File: config.mk
export PLATFORM = sky130hd
export DESIGN_NAME = priority_task_scheduler_unit_flat
export DESIGN_NICKNAME = d
export VERILOG_FILES = /design/src/pts_pkg.sv /design/src/pts_task_if.sv /design/src/pts_result_if.sv /design/src/pts_ctrl.sv /design/src/pts_dpath.sv /design/src/priority_task_scheduler_unit.sv /design/src/flat_wrapper.sv
export VERILOG_INCLUDE_DIRS = /design/src /design/src/src
export SDC_FILE = /design/constraint.sdc
export NUM_CORES = 1
export LEC_CHECK = 0
export BUFFER_PORTS_ARGS = -buffer_cell sky130_fd_sc_hd__buf_2
export CORE_MARGIN = 5
export CORE_UTILIZATION = 60
export CTS_CLUSTER_DIAMETER = 40
export DETAILED_ROUTE_END_ITERATION = 8
export GPL_TIMING_DRIVEN = 0
export PLACE_DENSITY = 0.75
export SLEW_MARGIN = 20
export SYNTH_ARGS = -nofsm -noshare
export SYNTH_HDL_FRONTEND = slang
export SYNTH_SLANG_ARGS = --single-unit
File: constraint.sdc
create_clock -name clk_i -period 8.7 [get_ports clk_i]
set_input_delay 1.74 -clock clk_i [delete_from_list [all_inputs] [get_ports clk_i]]
set_output_delay 1.74 -clock clk_i [all_outputs]
set_load 0.1 [all_outputs]
File: src/priority_task_scheduler_unit_assert.svh
// Assertion macros for the priority task scheduler.
// Expects clk_i and rst_ni in the scope of the module that uses them.
`ifndef PRIORITY_TASK_SCHEDULER_UNIT_ASSERT_SVH
`define PRIORITY_TASK_SCHEDULER_UNIT_ASSERT_SVH

// Same-cycle implication, checked outside reset
`define PTS_ASSERT_IMP(lbl, ante, cons) \
  lbl: assert property (@(posedge clk_i) disable iff (!rst_ni) (ante) |-> (cons)) \
    else $error("pts: assertion failed");

// Next-cycle implication, checked outside reset
`define PTS_ASSERT_NXT(lbl, ante, cons) \
  lbl: assert property (@(posedge clk_i) disable iff (!rst_ni) (ante) |=> (cons)) \
    else $error("pts: assertion failed");

`endif

File: src/pts_pkg.sv
// Shared types and constants for the priority task scheduler.
// No dependencies; used by the controller, datapath, top level and bench files.
`timescale 1ns / 1ps

package pts_pkg;

  // Default task table depth
  localparam int unsigned MAX_TASKS_DEF = 16;

  // Action codes of an input transaction
  typedef enum logic [2:0] {
    ACT_CREATE    = 3'd0,
    ACT_TERMINATE = 3'd1,
    ACT_YIELD     = 3'd2,
    ACT_BLOCK     = 3'd3,
    ACT_UNBLOCK   = 3'd4,
    ACT_TICK      = 3'd5
  } action_e;

  // Result status codes
  localparam logic [1:0] STS_OK       = 2'd0;
  localparam logic [1:0] STS_FULL     = 2'd1;
  localparam logic [1:0] STS_NOTFOUND = 2'd2;
  localparam logic [1:0] STS_NOCHANGE = 2'd3;

  // One table entry apart from its blocked flag
  typedef struct packed {
    logic [15:0] pid;
    logic [7:0]  prio;
  } info_t;

  // Controller to datapath commands
  typedef struct packed {
    logic init;        // write the idle task into position zero
    logic take;        // input transaction accepted this cycle
    logic scan_look;   // scan for the target pid
    logic scan_sched;  // scan for the best ready task
    logic scan_shift;  // close the gap left by a removed task
    logic look_hit;    // target pid found at the current read position
    logic look_miss;   // target pid not in the table
    logic sched_end;   // scheduling scan complete
    logic shift_end;   // compaction complete
    logic emit;        // load the output register
  } cmd_t;

  // Datapath to controller status
  typedef struct packed {
    logic [2:0] in_action;  // action of the transaction being offered
    logic [2:0] action;     // action of the transaction in progress
    logic       running;    // a current task exists
    logic       hit;        // lookup match at the current read position
    logic       scan_end;   // no more reads outstanding
    logic       out_free;   // output register can take a result
  } stat_t;

endpackage

File: src/pts_task_if.sv
// Input channel of the priority task scheduler: valid/ready plus task command.
// Depends on nothing.
`timescale 1ns / 1ps

interface pts_task_if;
  logic        valid;
  logic        ready;
  logic [2:0]  action;
  logic [7:0]  new_priority;
  logic [15:0] target_pid;

  modport source (output valid, output action, output new_priority, output target_pid,
                  input ready);
  modport sink (input valid, input action, input new_priority, input target_pid,
                output ready);
endinterface

File: src/pts_result_if.sv
// Output channel of the priority task scheduler: valid/ready plus result fields.
// Depends on nothing.
`timescale 1ns / 1ps

interface pts_result_if;
  logic        valid;
  logic        ready;
  logic [1:0]  status;
  logic [15:0] created_pid;
  logic        switched;
  logic        running_valid;
  logic [15:0] running_pid;
  logic [63:0] tick_total;

  modport source (output valid, output status, output created_pid, output switched,
                  output running_valid, output running_pid, output tick_total,
                  input ready);
  modport sink (input valid, input status, input created_pid, input switched,
                input running_valid, input running_pid, input tick_total,
                output ready);
endinterface

File: src/pts_ctrl.sv
// Sequencer of the priority task scheduler: walks each transaction through the
// lookup, scheduling and compaction phases that it needs. Depends on pts_pkg.
`timescale 1ns / 1ps

module pts_ctrl (
  input  logic           clk_i,
  input  logic           rst_ni,
  input  logic           in_valid_i,
  output logic           in_ready_o,
  input  pts_pkg::stat_t stat_i,
  output pts_pkg::cmd_t  cmd_o
);
  import pts_pkg::*;

  typedef enum logic [5:0] {
    ST_INIT  = 6'b000001,
    ST_IDLE  = 6'b000010,
    ST_LOOK  = 6'b000100,
    ST_SCHED = 6'b001000,
    ST_SHIFT = 6'b010000,
    ST_DONE  = 6'b100000
  } state_e;

  state_e state_q, state_d;

  // Next state and commands
  always_comb begin
    state_d = state_q;
    cmd_o   = '0;
    in_ready_o = 1'b0;
    unique case (state_q)
      ST_INIT: begin
        cmd_o.init = 1'b1;
        state_d    = ST_IDLE;
      end
      ST_IDLE: begin
        in_ready_o = 1'b1;
        if (in_valid_i) begin
          cmd_o.take = 1'b1;
          unique case (stat_i.in_action) inside
            ACT_TERMINATE, ACT_UNBLOCK: state_d = ST_LOOK;
            ACT_YIELD, ACT_TICK:        state_d = ST_SCHED;
            ACT_BLOCK:                  state_d = stat_i.running ? ST_SCHED : ST_DONE;
            default:                    state_d = ST_DONE;
          endcase
        end
      end
      ST_LOOK: begin
        cmd_o.scan_look = 1'b1;
        if (stat_i.hit) begin
          cmd_o.look_hit = 1'b1;
          state_d = (stat_i.action == ACT_TERMINATE) ? ST_SHIFT : ST_DONE;
        end else if (stat_i.scan_end) begin
          cmd_o.look_miss = 1'b1;
          state_d = ST_DONE;
        end
      end
      ST_SCHED: begin
        cmd_o.scan_sched = 1'b1;
        if (stat_i.scan_end) begin
          cmd_o.sched_end = 1'b1;
          state_d = ST_DONE;
        end
      end
      ST_SHIFT: begin
        cmd_o.scan_shift = 1'b1;
        if (stat_i.scan_end) begin
          cmd_o.shift_end = 1'b1;
          state_d = ST_DONE;
        end
      end
      ST_DONE: begin
        if (stat_i.out_free) begin
          cmd_o.emit = 1'b1;
          state_d = ST_IDLE;
        end
      end
      default: state_d = ST_INIT;
    endcase
  end

  // State register
  always_ff @(posedge clk_i or negedge rst_ni) begin
    if (!rst_ni) begin
      state_q <= ST_INIT;
    end else begin
      state_q <= state_d;
    end
  end

endmodule

File: src/pts_dpath.sv
// Datapath of the priority task scheduler: task table memories in creation
// order, running-task registers, scan unit and output register. Depends on pts_pkg.
`timescale 1ns / 1ps

module pts_dpath #(
  parameter int unsigned MAX_TASKS = pts_pkg::MAX_TASKS_DEF
) (
  input  logic           clk_i,
  input  logic           rst_ni,
  input  logic [2:0]     in_action_i,
  input  logic [7:0]     in_priority_i,
  input  logic [15:0]    in_target_i,
  input  pts_pkg::cmd_t  cmd_i,
  output pts_pkg::stat_t stat_o,
  output logic           out_valid_o,
  input  logic           out_ready_i,
  output logic [1:0]     out_status_o,
  output logic [15:0]    out_created_o,
  output logic           out_switched_o,
  output logic           out_running_valid_o,
  output logic [15:0]    out_running_pid_o,
  output logic [63:0]    out_tick_o
);
  import pts_pkg::*;

  localparam int unsigned PW = (MAX_TASKS > 1) ? $clog2(MAX_TASKS) : 1;
  localparam int unsigned CW = $clog2(MAX_TASKS + 1);

  // Table memories, indexed by creation-order position
  info_t info_mem [MAX_TASKS];
  logic  blk_mem  [MAX_TASKS];
  info_t rinfo_q;
  logic  rblk_q;

  logic          info_we, blk_we;
  logic [PW-1:0] waddr, raddr;
  info_t         info_wdata;
  logic          blk_wdata;

  // Scheduler state
  logic [CW-1:0] len_q, len_d;
  logic [PW-1:0] run_pos_q, run_pos_d;
  logic          run_present_q, run_present_d;
  logic [15:0]   run_pid_q, run_pid_d;
  logic [15:0]   pid_ctr_q, pid_ctr_d;
  logic [63:0]   tick_q, tick_d;

  // Transaction in progress
  logic [2:0]    act_q, act_d;
  logic [15:0]   target_q, target_d;
  logic [1:0]    status_q, status_d;
  logic [15:0]   created_q, created_d;
  logic          switched_q, switched_d;

  // Scan unit
  logic [CW-1:0] cnt_q, cnt_d;
  logic          dv_q, dv_d;
  logic [PW-1:0] pos_q, pos_d;
  logic          best_v_q, best_v_d;
  logic [PW-1:0] best_pos_q, best_pos_d;
  logic [7:0]    best_prio_q, best_prio_d;
  logic [15:0]   best_pid_q, best_pid_d;
  logic          scan_any, issue, hit, cand;

  // Output register
  logic          out_valid_q, out_valid_d;
  logic [1:0]    out_status_q, out_status_d;
  logic [15:0]   out_created_q, out_created_d;
  logic          out_switched_q, out_switched_d;
  logic          out_rv_q, out_rv_d;
  logic [15:0]   out_rpid_q, out_rpid_d;
  logic [63:0]   out_tick_q, out_tick_d;

  assign scan_any = cmd_i.scan_look | cmd_i.scan_sched | cmd_i.scan_shift;
  assign issue    = scan_any && (cnt_q < len_q);
  assign hit      = cmd_i.scan_look && dv_q && (rinfo_q.pid == target_q);
  assign raddr    = cnt_q[PW-1:0];
  assign cand     = !(run_present_q && (pos_q == run_pos_q)) && !rblk_q;

  // Status to the controller
  always_comb begin
    stat_o.in_action = in_action_i;
    stat_o.action    = act_q;
    stat_o.running   = run_present_q;
    stat_o.hit       = hit;
    stat_o.scan_end  = scan_any && !issue && !dv_q;
    stat_o.out_free  = !out_valid_q || out_ready_i;
  end

  // Next-state logic of the datapath
  always_comb begin
    len_d         = len_q;
    run_pos_d     = run_pos_q;
    run_present_d = run_present_q;
    run_pid_d     = run_pid_q;
    pid_ctr_d     = pid_ctr_q;
    tick_d        = tick_q;
    act_d         = act_q;
    target_d      = target_q;
    status_d      = status_q;
    created_d     = created_q;
    switched_d    = switched_q;
    cnt_d         = cnt_q;
    dv_d          = 1'b0;
    pos_d         = pos_q;
    best_v_d      = best_v_q;
    best_pos_d    = best_pos_q;
    best_prio_d   = best_prio_q;
    best_pid_d    = best_pid_q;
    info_we       = 1'b0;
    blk_we        = 1'b0;
    waddr         = run_pos_q;
    info_wdata    = rinfo_q;
    blk_wdata     = 1'b0;
    out_valid_d   = out_valid_q && !out_ready_i;
    out_status_d  = out_status_q;
    out_created_d = out_created_q;
    out_switched_d = out_switched_q;
    out_rv_d      = out_rv_q;
    out_rpid_d    = out_rpid_q;
    out_tick_d    = out_tick_q;

    // Idle task goes into position zero after reset
    if (cmd_i.init) begin
      info_we    = 1'b1;
      blk_we     = 1'b1;
      waddr      = '0;
      info_wdata = '{pid: 16'd1, prio: 8'd0};
      blk_wdata  = 1'b0;
    end

    // Accepted transaction: immediate side effects
    if (cmd_i.take) begin
      act_d      = in_action_i;
      target_d   = in_target_i;
      cnt_d      = '0;
      best_v_d   = 1'b0;
      status_d   = STS_NOCHANGE;
      created_d  = '0;
      switched_d = 1'b0;
      case (in_action_i)
        ACT_CREATE: begin
          if (len_q < CW'(MAX_TASKS)) begin
            info_we    = 1'b1;
            blk_we     = 1'b1;
            waddr      = len_q[PW-1:0];
            info_wdata = '{pid: pid_ctr_q, prio: in_priority_i};
            blk_wdata  = 1'b0;
            len_d      = len_q + CW'(1);
            created_d  = pid_ctr_q;
            pid_ctr_d  = (pid_ctr_q == 16'hFFFF) ? 16'd1 : pid_ctr_q + 16'd1;
            status_d   = STS_OK;
          end else begin
            status_d   = STS_FULL;
          end
        end
        ACT_YIELD: begin
          blk_we    = run_present_q;
          blk_wdata = 1'b0;
        end
        ACT_BLOCK: begin
          if (run_present_q) begin
            blk_we    = 1'b1;
            blk_wdata = 1'b1;
            status_d  = STS_OK;
          end
        end
        ACT_TICK: tick_d = tick_q + 64'd1;
        default: ;
      endcase
    end

    // Scan: one read issued per cycle, its data evaluated in the next cycle
    if (issue) begin
      cnt_d = cnt_q + CW'(1);
      dv_d  = 1'b1;
      pos_d = cnt_q[PW-1:0];
    end

    // Best candidate, first in creation order wins ties
    if (cmd_i.scan_sched && dv_q && cand && (!best_v_q || rinfo_q.prio > best_prio_q)) begin
      best_v_d    = 1'b1;
      best_pos_d  = pos_q;
      best_prio_d = rinfo_q.prio;
      best_pid_d  = rinfo_q.pid;
    end

    // Compaction: entry moves down by one position
    if (cmd_i.scan_shift && dv_q) begin
      info_we    = 1'b1;
      blk_we     = 1'b1;
      waddr      = pos_q - PW'(1);
      info_wdata = rinfo_q;
      blk_wdata  = rblk_q;
    end

    // Lookup result
    if (cmd_i.look_hit) begin
      if (act_q == ACT_TERMINATE) begin
        status_d = STS_OK;
        cnt_d    = CW'(pos_q) + CW'(1);
        dv_d     = 1'b0;
        if (run_present_q && run_pos_q == pos_q) begin
          run_present_d = 1'b0;
          switched_d    = 1'b1;
        end else if (run_pos_q > pos_q) begin
          run_pos_d = run_pos_q - PW'(1);
        end
      end else if (rblk_q) begin
        blk_we    = 1'b1;
        waddr     = pos_q;
        blk_wdata = 1'b0;
        status_d  = STS_OK;
      end
    end
    if (cmd_i.look_miss) begin
      status_d = STS_NOTFOUND;
    end

    if (cmd_i.shift_end) begin
      len_d = len_q - CW'(1);
    end

    // Switch to the chosen task
    if (cmd_i.sched_end && best_v_q) begin
      run_pos_d     = best_pos_q;
      run_pid_d     = best_pid_q;
      run_present_d = 1'b1;
      switched_d    = 1'b1;
      status_d      = STS_OK;
    end

    // Result into the output register
    if (cmd_i.emit) begin
      out_valid_d    = 1'b1;
      out_status_d   = status_q;
      out_created_d  = created_q;
      out_switched_d = switched_q;
      out_rv_d       = run_present_q;
      out_rpid_d     = run_present_q ? run_pid_q : 16'd0;
      out_tick_d     = tick_q;
    end
  end

  // Table memories: one write and one registered read per cycle
  always_ff @(posedge clk_i) begin
    if (info_we) begin
      info_mem[waddr] <= info_wdata;
    end
    if (blk_we) begin
      blk_mem[waddr] <= blk_wdata;
    end
    rinfo_q <= info_mem[raddr];
    rblk_q  <= blk_mem[raddr];
  end

  // Control registers
  always_ff @(posedge clk_i or negedge rst_ni) begin
    if (!rst_ni) begin
      len_q         <= CW'(1);
      run_pos_q     <= '0;
      run_present_q <= 1'b1;
      run_pid_q     <= 16'd1;
      pid_ctr_q     <= 16'd2;
      tick_q        <= '0;
      act_q         <= ACT_CREATE;
      status_q      <= STS_NOCHANGE;
      created_q     <= '0;
      switched_q    <= 1'b0;
      cnt_q         <= '0;
      dv_q          <= 1'b0;
      best_v_q      <= 1'b0;
      out_valid_q   <= 1'b0;
    end else begin
      len_q         <= len_d;
      run_pos_q     <= run_pos_d;
      run_present_q <= run_present_d;
      run_pid_q     <= run_pid_d;
      pid_ctr_q     <= pid_ctr_d;
      tick_q        <= tick_d;
      act_q         <= act_d;
      status_q      <= status_d;
      created_q     <= created_d;
      switched_q    <= switched_d;
      cnt_q         <= cnt_d;
      dv_q          <= dv_d;
      best_v_q      <= best_v_d;
      out_valid_q   <= out_valid_d;
    end
  end

  // Payload registers
  always_ff @(posedge clk_i) begin
    target_q       <= target_d;
    pos_q          <= pos_d;
    best_pos_q     <= best_pos_d;
    best_prio_q    <= best_prio_d;
    best_pid_q     <= best_pid_d;
    out_status_q   <= out_status_d;
    out_created_q  <= out_created_d;
    out_switched_q <= out_switched_d;
    out_rv_q       <= out_rv_d;
    out_rpid_q     <= out_rpid_d;
    out_tick_q     <= out_tick_d;
  end

  assign out_valid_o         = out_valid_q;
  assign out_status_o        = out_status_q;
  assign out_created_o       = out_created_q;
  assign out_switched_o      = out_switched_q;
  assign out_running_valid_o = out_rv_q;
  assign out_running_pid_o   = out_rpid_q;
  assign out_tick_o          = out_tick_q;

  // Checks
`include "priority_task_scheduler_unit_assert.svh"
  `PTS_ASSERT_IMP(a_len_bound, 1'b1, len_q <= CW'(MAX_TASKS))
  `PTS_ASSERT_IMP(a_run_in_table, run_present_q, CW'(run_pos_q) < len_q)
  `PTS_ASSERT_IMP(a_pid_ctr_nonzero, 1'b1, pid_ctr_q != 16'd0)
  `PTS_ASSERT_IMP(a_run_pid_nonzero, run_present_q, run_pid_q != 16'd0)
  `PTS_ASSERT_NXT(a_emit_valid, cmd_i.emit, out_valid_q)

endmodule

File: src/priority_task_scheduler_unit.sv
// Priority task scheduler: task table with create, terminate, yield, block,
// unblock and tick. Each transaction yields one result. Create and unused
// actions need no scan; yield, tick and block (while a task runs) scan the
// table one entry a cycle; terminate and unblock scan for the pid, and
// terminate then moves later entries down one a cycle. After reset the init
// state loads the idle task (pid 1) before input is taken. A finished result
// waits in an output register while the next task command is accepted; that
// command holds in its last cycle until the register is read.
// Depends on pts_pkg, pts_task_if, pts_result_if, pts_ctrl and pts_dpath.
`timescale 1ns / 1ps

module priority_task_scheduler_unit #(
  parameter int unsigned MAX_TASKS = pts_pkg::MAX_TASKS_DEF
) (
  input  logic   clk_i,
  input  logic   rst_ni,
  pts_task_if.sink     task_i,
  pts_result_if.source result_o
);
  import pts_pkg::*;

  cmd_t  cmd;
  stat_t stat;

  // Controller
  pts_ctrl u_ctrl (
    .clk_i      (clk_i),
    .rst_ni     (rst_ni),
    .in_valid_i (task_i.valid),
    .in_ready_o (task_i.ready),
    .stat_i     (stat),
    .cmd_o      (cmd)
  );

  // Datapath
  pts_dpath #(
    .MAX_TASKS (MAX_TASKS)
  ) u_dpath (
    .clk_i               (clk_i),
    .rst_ni              (rst_ni),
    .in_action_i         (task_i.action),
    .in_priority_i       (task_i.new_priority),
    .in_target_i         (task_i.target_pid),
    .cmd_i               (cmd),
    .stat_o              (stat),
    .out_valid_o         (result_o.valid),
    .out_ready_i         (result_o.ready),
    .out_status_o        (result_o.status),
    .out_created_o       (result_o.created_pid),
    .out_switched_o      (result_o.switched),
    .out_running_valid_o (result_o.running_valid),
    .out_running_pid_o   (result_o.running_pid),
    .out_tick_o          (result_o.tick_total)
  );

endmodule

File: src/flat_wrapper.sv
// flat-port wrapper written by rule: the top's interface ports become plain ports
module priority_task_scheduler_unit_flat import pts_pkg::*;
#(
  parameter int unsigned MAX_TASKS = pts_pkg::MAX_TASKS_DEF
)
  (clk_i, rst_ni, task_i_valid, task_i_action, task_i_new_priority, task_i_target_pid, task_i_ready, result_o_valid, result_o_status, result_o_created_pid, result_o_switched, result_o_running_valid, result_o_running_pid, result_o_tick_total, result_o_ready);
  pts_task_if task_i_i ();
  pts_result_if result_o_i ();
  input  logic clk_i;
  input  logic rst_ni;
  input wire logic [$bits(task_i_i.valid)-1:0] task_i_valid;
  input wire logic [$bits(task_i_i.action)-1:0] task_i_action;
  input wire logic [$bits(task_i_i.new_priority)-1:0] task_i_new_priority;
  input wire logic [$bits(task_i_i.target_pid)-1:0] task_i_target_pid;
  output wire logic [$bits(task_i_i.ready)-1:0] task_i_ready;
  output wire logic [$bits(result_o_i.valid)-1:0] result_o_valid;
  output wire logic [$bits(result_o_i.status)-1:0] result_o_status;
  output wire logic [$bits(result_o_i.created_pid)-1:0] result_o_created_pid;
  output wire logic [$bits(result_o_i.switched)-1:0] result_o_switched;
  output wire logic [$bits(result_o_i.running_valid)-1:0] result_o_running_valid;
  output wire logic [$bits(result_o_i.running_pid)-1:0] result_o_running_pid;
  output wire logic [$bits(result_o_i.tick_total)-1:0] result_o_tick_total;
  input wire logic [$bits(result_o_i.ready)-1:0] result_o_ready;
  assign task_i_i.valid = task_i_valid;
  assign task_i_i.action = task_i_action;
  assign task_i_i.new_priority = task_i_new_priority;
  assign task_i_i.target_pid = task_i_target_pid;
  assign task_i_ready = task_i_i.ready;
  assign result_o_valid = result_o_i.valid;
  assign result_o_status = result_o_i.status;
  assign result_o_created_pid = result_o_i.created_pid;
  assign result_o_switched = result_o_i.switched;
  assign result_o_running_valid = result_o_i.running_valid;
  assign result_o_running_pid = result_o_i.running_pid;
  assign result_o_tick_total = result_o_i.tick_total;
  assign result_o_i.ready = result_o_ready;
  priority_task_scheduler_unit #(.MAX_TASKS(MAX_TASKS)) u_core (.clk_i(clk_i), .rst_ni(rst_ni), .task_i(task_i_i), .result_o(result_o_i));
endmodule
Word-level counts from Yosys, hierarchy flattened
Memories as Yosys holds them, arrays and structs flattened. A register that Yosys moved wholly into a read port is not among the register bits.
Index checks and enable logic that the tools add are counted.
Widths: inputs -> output; s select.
{"block": "word_totals", "out_inout_bits": 102, "memories": 2, "mem_bits_rw": 400, "elab_cells": 201, "register_bits": 290, "inputBits": 31}
{"memory": "u_core.u_dpath.info_mem", "depth": 16, "word_bits": 24, "rd": 1, "rd_clocked_by_memory_dff": 1, "wr": 1, "line_no": "pts_dpath.sv:30", "rtl": "info_t info_mem [MAX_TASKS];"}
{"memory": "u_core.u_dpath.blk_mem", "depth": 16, "word_bits": 1, "rd": 1, "rd_clocked_by_memory_dff": 1, "wr": 1, "line_no": "pts_dpath.sv:31", "rtl": "logic blk_mem [MAX_TASKS];"}
{"block": "op_classes", "n_reduce_logical": 41, "n_eq_ne": 19, "n_addsub": 8, "n_mux": 99, "magnitude_cmp": 4, "n_bitwise": 2}
{"cell": "$mux 24", "n": 5}
{"cell": "$add 64x1->64 const B", "n": 1}
{"cell": "$mux 1", "n": 52}
{"cell": "$mux 4", "n": 13}
{"cell": "$mux 16", "n": 3}
{"cell": "$mux 5", "n": 8}
{"cell": "$mux 6", "n": 6}
{"cell": "$pmux 6 s5", "n": 1}
{"cell": "$pmux 6 s3", "n": 1}
{"cell": "$add 16x1->16 const B", "n": 1}
{"cell": "$eq 16x16->1", "n": 1}
{"cell": "$eq 16x16->1 const B", "n": 1}
{"cell": "$mux 2", "n": 8}
{"cell": "$reduce_bool 2->1", "n": 8}
{"cell": "$logic_and 1x1->1", "n": 14}
{"cell": "$add 5x1->5 const B", "n": 2}
{"cell": "$reduce_and 3->1", "n": 3}
{"cell": "$eq 4x4->1", "n": 2}
{"cell": "$gt 8x8->1", "n": 1}
{"cell": "$sub 4x1->4 const B", "n": 2}
{"cell": "$logic_not 1->1", "n": 7}
{"cell": "$eq 3x1->1 const B", "n": 2}
{"cell": "$eq 3x2->1 const B", "n": 2}
{"cell": "$eq 3x3->1 const B", "n": 2}
{"cell": "other kinds (21)", "n": 27}

Depth between registers and ports, before layout
{"block": "depth", "depth_word": 14, "depth_mapped": 12, "depth_no_buf": 12}

Modules after synthesis
A second synthesis with hierarchy kept.
{"block": "hier_totals", "cells_unflattened": 1545, "area_unflattened_um2": 28035.6}
{"module": "pts_dpath", "instances": 1, "area_each_um2": 27518.9, "cells_each": 1489, "seq_area_each_um2": 20367.0}
{"module": "pts_ctrl", "instances": 1, "area_each_um2": 516.7, "cells_each": 56, "seq_area_each_um2": 151.4}

Worst setup path after synthesis
OpenSTA, ideal clock, no wires.
{"block": "synth_timing", "path_kind": "input port to flip-flop", "from": "input task_i_action[0]", "to": "memory u_core.u_dpath.info_mem[1][0] (netlist name) (enable)", "setup_time_ns": 0.466, "path_buffers": 3, "arrival_ns": 5.789, "t_required_ns": 8.234, "path_stages": 9, "setup_slack_ns": 2.445, "path_cell_list": "buf_2 -> nor4_1 -> and3_1 -> buf_2 -> nor3_1 -> a221o_1 -> o21a_1 -> buf_2 -> nor4_1"}
{"block": "synth_between", "elab_chain_cells": 7, "elab_cells_between_ends": 12, "classes_between": "11 x mux; 1 x reduce/logical"}
{"item": "start: declaration", "line_no": "flat_wrapper.sv:12", "rtl": "input wire logic [$bits(task_i_i.action)-1:0] task_i_action;"}
{"item": "$logic_not 3->1 *", "line_no": "pts_dpath.sv:141", "rtl": "case (in_action_i)"}
{"item": "$mux 4", "line_no": "pts_dpath.sv:141"}
{"item": "$mux 4", "line_no": "pts_dpath.sv:133", "rtl": "if (cmd_i.take) begin"}
{"item": "$mux 4", "line_no": "pts_dpath.sv:189", "rtl": "if (cmd_i.scan_shift && dv_q) begin"}
{"item": "$mux 4", "line_no": "pts_dpath.sv:209", "rtl": "end else if (rblk_q) begin"}
{"item": "$mux 4", "line_no": "pts_dpath.sv:199", "rtl": "if (act_q == ACT_TERMINATE) begin"}
{"item": "$mux 4", "line_no": "pts_dpath.sv:198", "rtl": "if (cmd_i.look_hit) begin"}
{"item": "end: declaration", "line_no": "pts_dpath.sv:30"}
Mark *: on every way between the ends. The rest lies on a longest branch, timed or not.

Worst setup path after layout
{"block": "layout_timing", "from": "input task_i_action[0]", "to": "memory u_core.u_dpath.info_mem[12][11] (netlist name) (enable)"}
Same word-level chain as after synthesis.

==> impl_metrics.py <==
metrics = {
    "floorplanning": {
        "core.rowCount": 79,
        "die_area_sq_um": 51300,
        "io-pin-count": 133,
        "die_h_um": 227,
        "core_sq_um": 46500,
        "die-width_um": 227,
        "start_util_pct": 60.5,
    },
    "critical_path": {
        "critPathKind": "input port to flip-flop",
        "path_cells": "buf_2 -> nor4_1 -> and3_1 -> buf_2 -> buf_2 -> nand3_1 -> o211ai_1 -> mux2i_2 -> buf_6 -> nor4_2 -> buf_2 -> buf_4 -> buf_2",
        "critPathMaxFanout": 10,
        "crit_arrival_ns": 5.46,
        "crit_top_cell": "buf_2",
        "cp.required_ns": 9.02,
        "start_kind": "input port",
        "slowest_stage": "nor4_2",
        "end_kind": "flip-flop",
        "max_stage_delay_ns": 0.78,
    },
    "synthesis": {
        "synth_top_area_share_pct": 58.5,
        "ys_seq_elements": 715,
        "synth_top_cell_by_area": "edfxtp_1",
        "netlist_top_cells_area": "edfxtp_1, dfrtp_1, mux4_2",
        "synth_cell_types": 72,
        "synthFlopType": "edfxtp_1",
        "synth_edf_count": 548,
        "synthArstFlopShare_pct": 19.9,
        "yosysWarnings": 0,
        "syn_area_per_cell_sq_um": 18.0,
        "ys_seq_area_share_pct": 72.9,
        "synth.cell_area_sq_um": 28100,
        "syn_nets": 1623,
        "synth_cells": 1565,
    },
    "place": {
        "gp_congestion": 0.934,
        "hpwlAfterDp_um": 45000,
        "io_buffers": 131,
    },
    "route": {
        "vias": 16038,
        "drt_wl_total_um": 67800,
        "viasPerCell": 6.27,
        "drtAntennaViolNets": 0,
        "drt_iter0_markers": 2150,
        "wl_per_cell_um": 26.5,
        "drtPass1Iterations": 6,
        "post-route-drc-count": 0,
    },
    "clocking": {
        "numClockSinks": 715,
        "cts_made_buffers": 91,
        "clockBufferDepth": 3,
        "tritoncts": "yes",
        "clk_latency_ns": 0.63,
        "path_clk_slew_ns": 0.05,
        "cts_setup_buffers": 0,
        "cts_hold_buf": 0,
        "root_buffer": "clkbuf_16",
        "ctsResizeCount": 0,
        "h-tree-depth": 3,
    },
    "power_and_ir_drop": {
        "ir_worst_vdd_uv": 210,
        "power_frac_seq_pct": 43.7,
        "leakage_nw": 11.9,
        "p_per_area_nw_per_um2": 303,
        "sw_frac_of_total_pct": 28.7,
        "p_int_mw": 7.22,
        "power_switching_mw": 2.91,
        "pwr-share-clk_pct": 38.1,
        "combPwrFrac_pct": 18.2,
    },
    "sta": {
        "drv_slew": 0,
        "fin_worst_skew_ns": 0.0220,
        "relSlewSlack_pct": 26.0,
        "worst_pin_slew_ns": 1.11,
        "setup_viol": 0,
        "timing.final.hold_violations": 0,
        "fin_crit_ns": 5.14,
        "fin_crit_sh_pct": 59.0,
        "fmax_mhz": 195,
        "rsz0062_at_grt": "false",
        "hold-worst-slack_ns": 0.450,
    },
    "global_route": {
        "grt_pass1_wl_um": 102000,
        "grt_max_degree": 76,
        "antenna_found_initial": 0,
        "use_met3_pct": 5.20,
        "use_met1_pct": 35.8,
        "top_usage_layer": "met2",
        "overflow": 0,
        "grt_pass1_vias": 16215,
        "met2_usage_pct": 45.3,
        "grt_usage_pct": 27.0,
    },
    "cells_and_area": {
        "multi_input_area_sq_um": 7330,
        "final_cell_mix": "edfxtp_1, buf_2, dfrtp_1",
        "mostFrequentLayoutCell": "edfxtp_1",
        "utilization_pct": 72.0,
        "fillers": 2771,
        "layout.nets": 1933,
        "regArea_sq_um": 20500,
        "area_growth_pct": 18.8,
        "diodes": 0,
        "drive_gt1_share_pct": 29.7,
    },
    "min_path": {
        "hp-class": "flip-flop to flip-flop",
    },
    "run_status": {
        "status": "completed",
    },
    "run": {
        "cap_violations": 0,
    },
}
-- final timing paths --
| path | cells past startpoint | endpoint | startpoint | slack [ns] |
|---|---|---|---|---|
| min in group asynchronous | 1 | u_core.u_dpath.tick_q[4] | rst_ni | 1.09 |
| min reg2reg | 1 | u_core.u_dpath.run_pos_q[1] | u_core.u_dpath.best_pos_q[1] | 0.45 |
| max in group asynchronous | 2 | u_core.u_dpath.run_pid_q[0] | rst_ni | 6.79 |
| max | 13 | u_core.u_dpath.info_mem[12][11] | task_i_action[0] | 3.56 |
| max reg2reg | 13 | u_core.u_dpath.info_mem[12][11] | u_core.u_ctrl.state_q[1] | 4.11 |
| min | 1 | u_core.u_dpath.run_pos_q[1] | u_core.u_dpath.best_pos_q[1] | 0.45 |
-- registers in the layout, summed over array words and instances, names as in the netlist, 6 cells and up --
name / count
u_core.u_ctrl.state_q: 6
u_core.u_dpath.run_pid_q: 16
u_core.u_dpath.info_mem: 384
u_core.u_dpath.rinfo_q: 24
u_core.u_dpath.pid_ctr_q: 16
u_core.u_dpath.out_created_o: 16
u_core.u_dpath.tick_q: 64
u_core.u_dpath.blk_mem: 16
u_core.u_dpath.out_tick_o: 64
u_core.u_dpath.target_q: 16
u_core.u_dpath.out_running_pid_o: 16
u_core.u_dpath.best_pid_q: 16
u_core.u_dpath.created_q: 16
u_core.u_dpath.best_prio_q: 8
-- power by group through the flow --
stage / logic [mW] / clock network, mW / registers [mW]
floorplan: 1.08 / 0 / 4.57
finish: 1.84 / 3.86 / 4.43
global placement: 1.69 / 0 / 4.48
CTS: 1.83 / 3.90 / 4.42
global route: 1.95 / 4.07 / 4.44
detailed placement: 1.79 / 0 / 4.48
-- cell type report --
cell class              instances  area share (%)
clock inverters                71            2.40
clock buffers                  99            7.06
flip-flops and latches        715            61.4
repair buffers                217            3.67
multi-input cells             751            21.9
plain buffers                  70           0.977
inverters                      29           0.326
well taps                     607            2.27
-- Yosys cell counts (8+ instances only) --
cell and number:
nand3_1 38, mux4_2 125, nand4_1 28, mux2_2 10, dfrtp_1 135, nor4_1 42
dfxtp_1 25, ha_1 26, and4_1 12, o21ai_0 21, buf_2 10, a21oi_1 19
a22o_1 36, inv_1 29, edfxtp_1 548, nand2_1 69, xor2_1 32, buf_1 18
clkbuf_1 36, nor3_1 18, and3_1 27, o31ai_1 9, nor2_1 41, mux2_1 8
and2_1 25, xnor2_1 69
-- metrics by stage --
stage	total power, mW	setup TNS (ns)	cells	worst slack [ns]	area [sq um]
floorplan	5.66	0	1565	2.45	28100
global placement	6.17	-353.94	2303	-1.25	29500
detailed placement	6.27	0	2389	3.08	30200
CTS	10.2	0	2559	3.70	33400
global route	10.5	0	2559	3.41	33400
finish	10.1	0	2559	3.56	33400
-- worst max-delay path, delay by kind of cell --
family          cells  cell delay [ns]
compound gates      1             0.16
buf+inv             7             1.53
mux                 1             0.25
simple gates        4             1.76
-- kinds of logic (layout without fill, tap and decap cells) --
kind of cell,after synthesis,in the layout,synth area share [%]
AO/OA/AOI/OAI,131,131,3.40
buffers and inverters,99,486,1.51
XOR/XNOR,101,101,3.14
adder cells (fa/ha/maj),27,27,1.23
multiplexers,152,152,11.1
AND/OR/NAND/NOR,340,340,6.69
flip-flops,715,715,72.9
-- layer usage --
layer	wire [um]	share of wire, %
met5	0	0
met4	2330	3.4
met3	6100	9.0
met2	34300	51
met1	25100	37
Power figures use the tool's default switching activity.
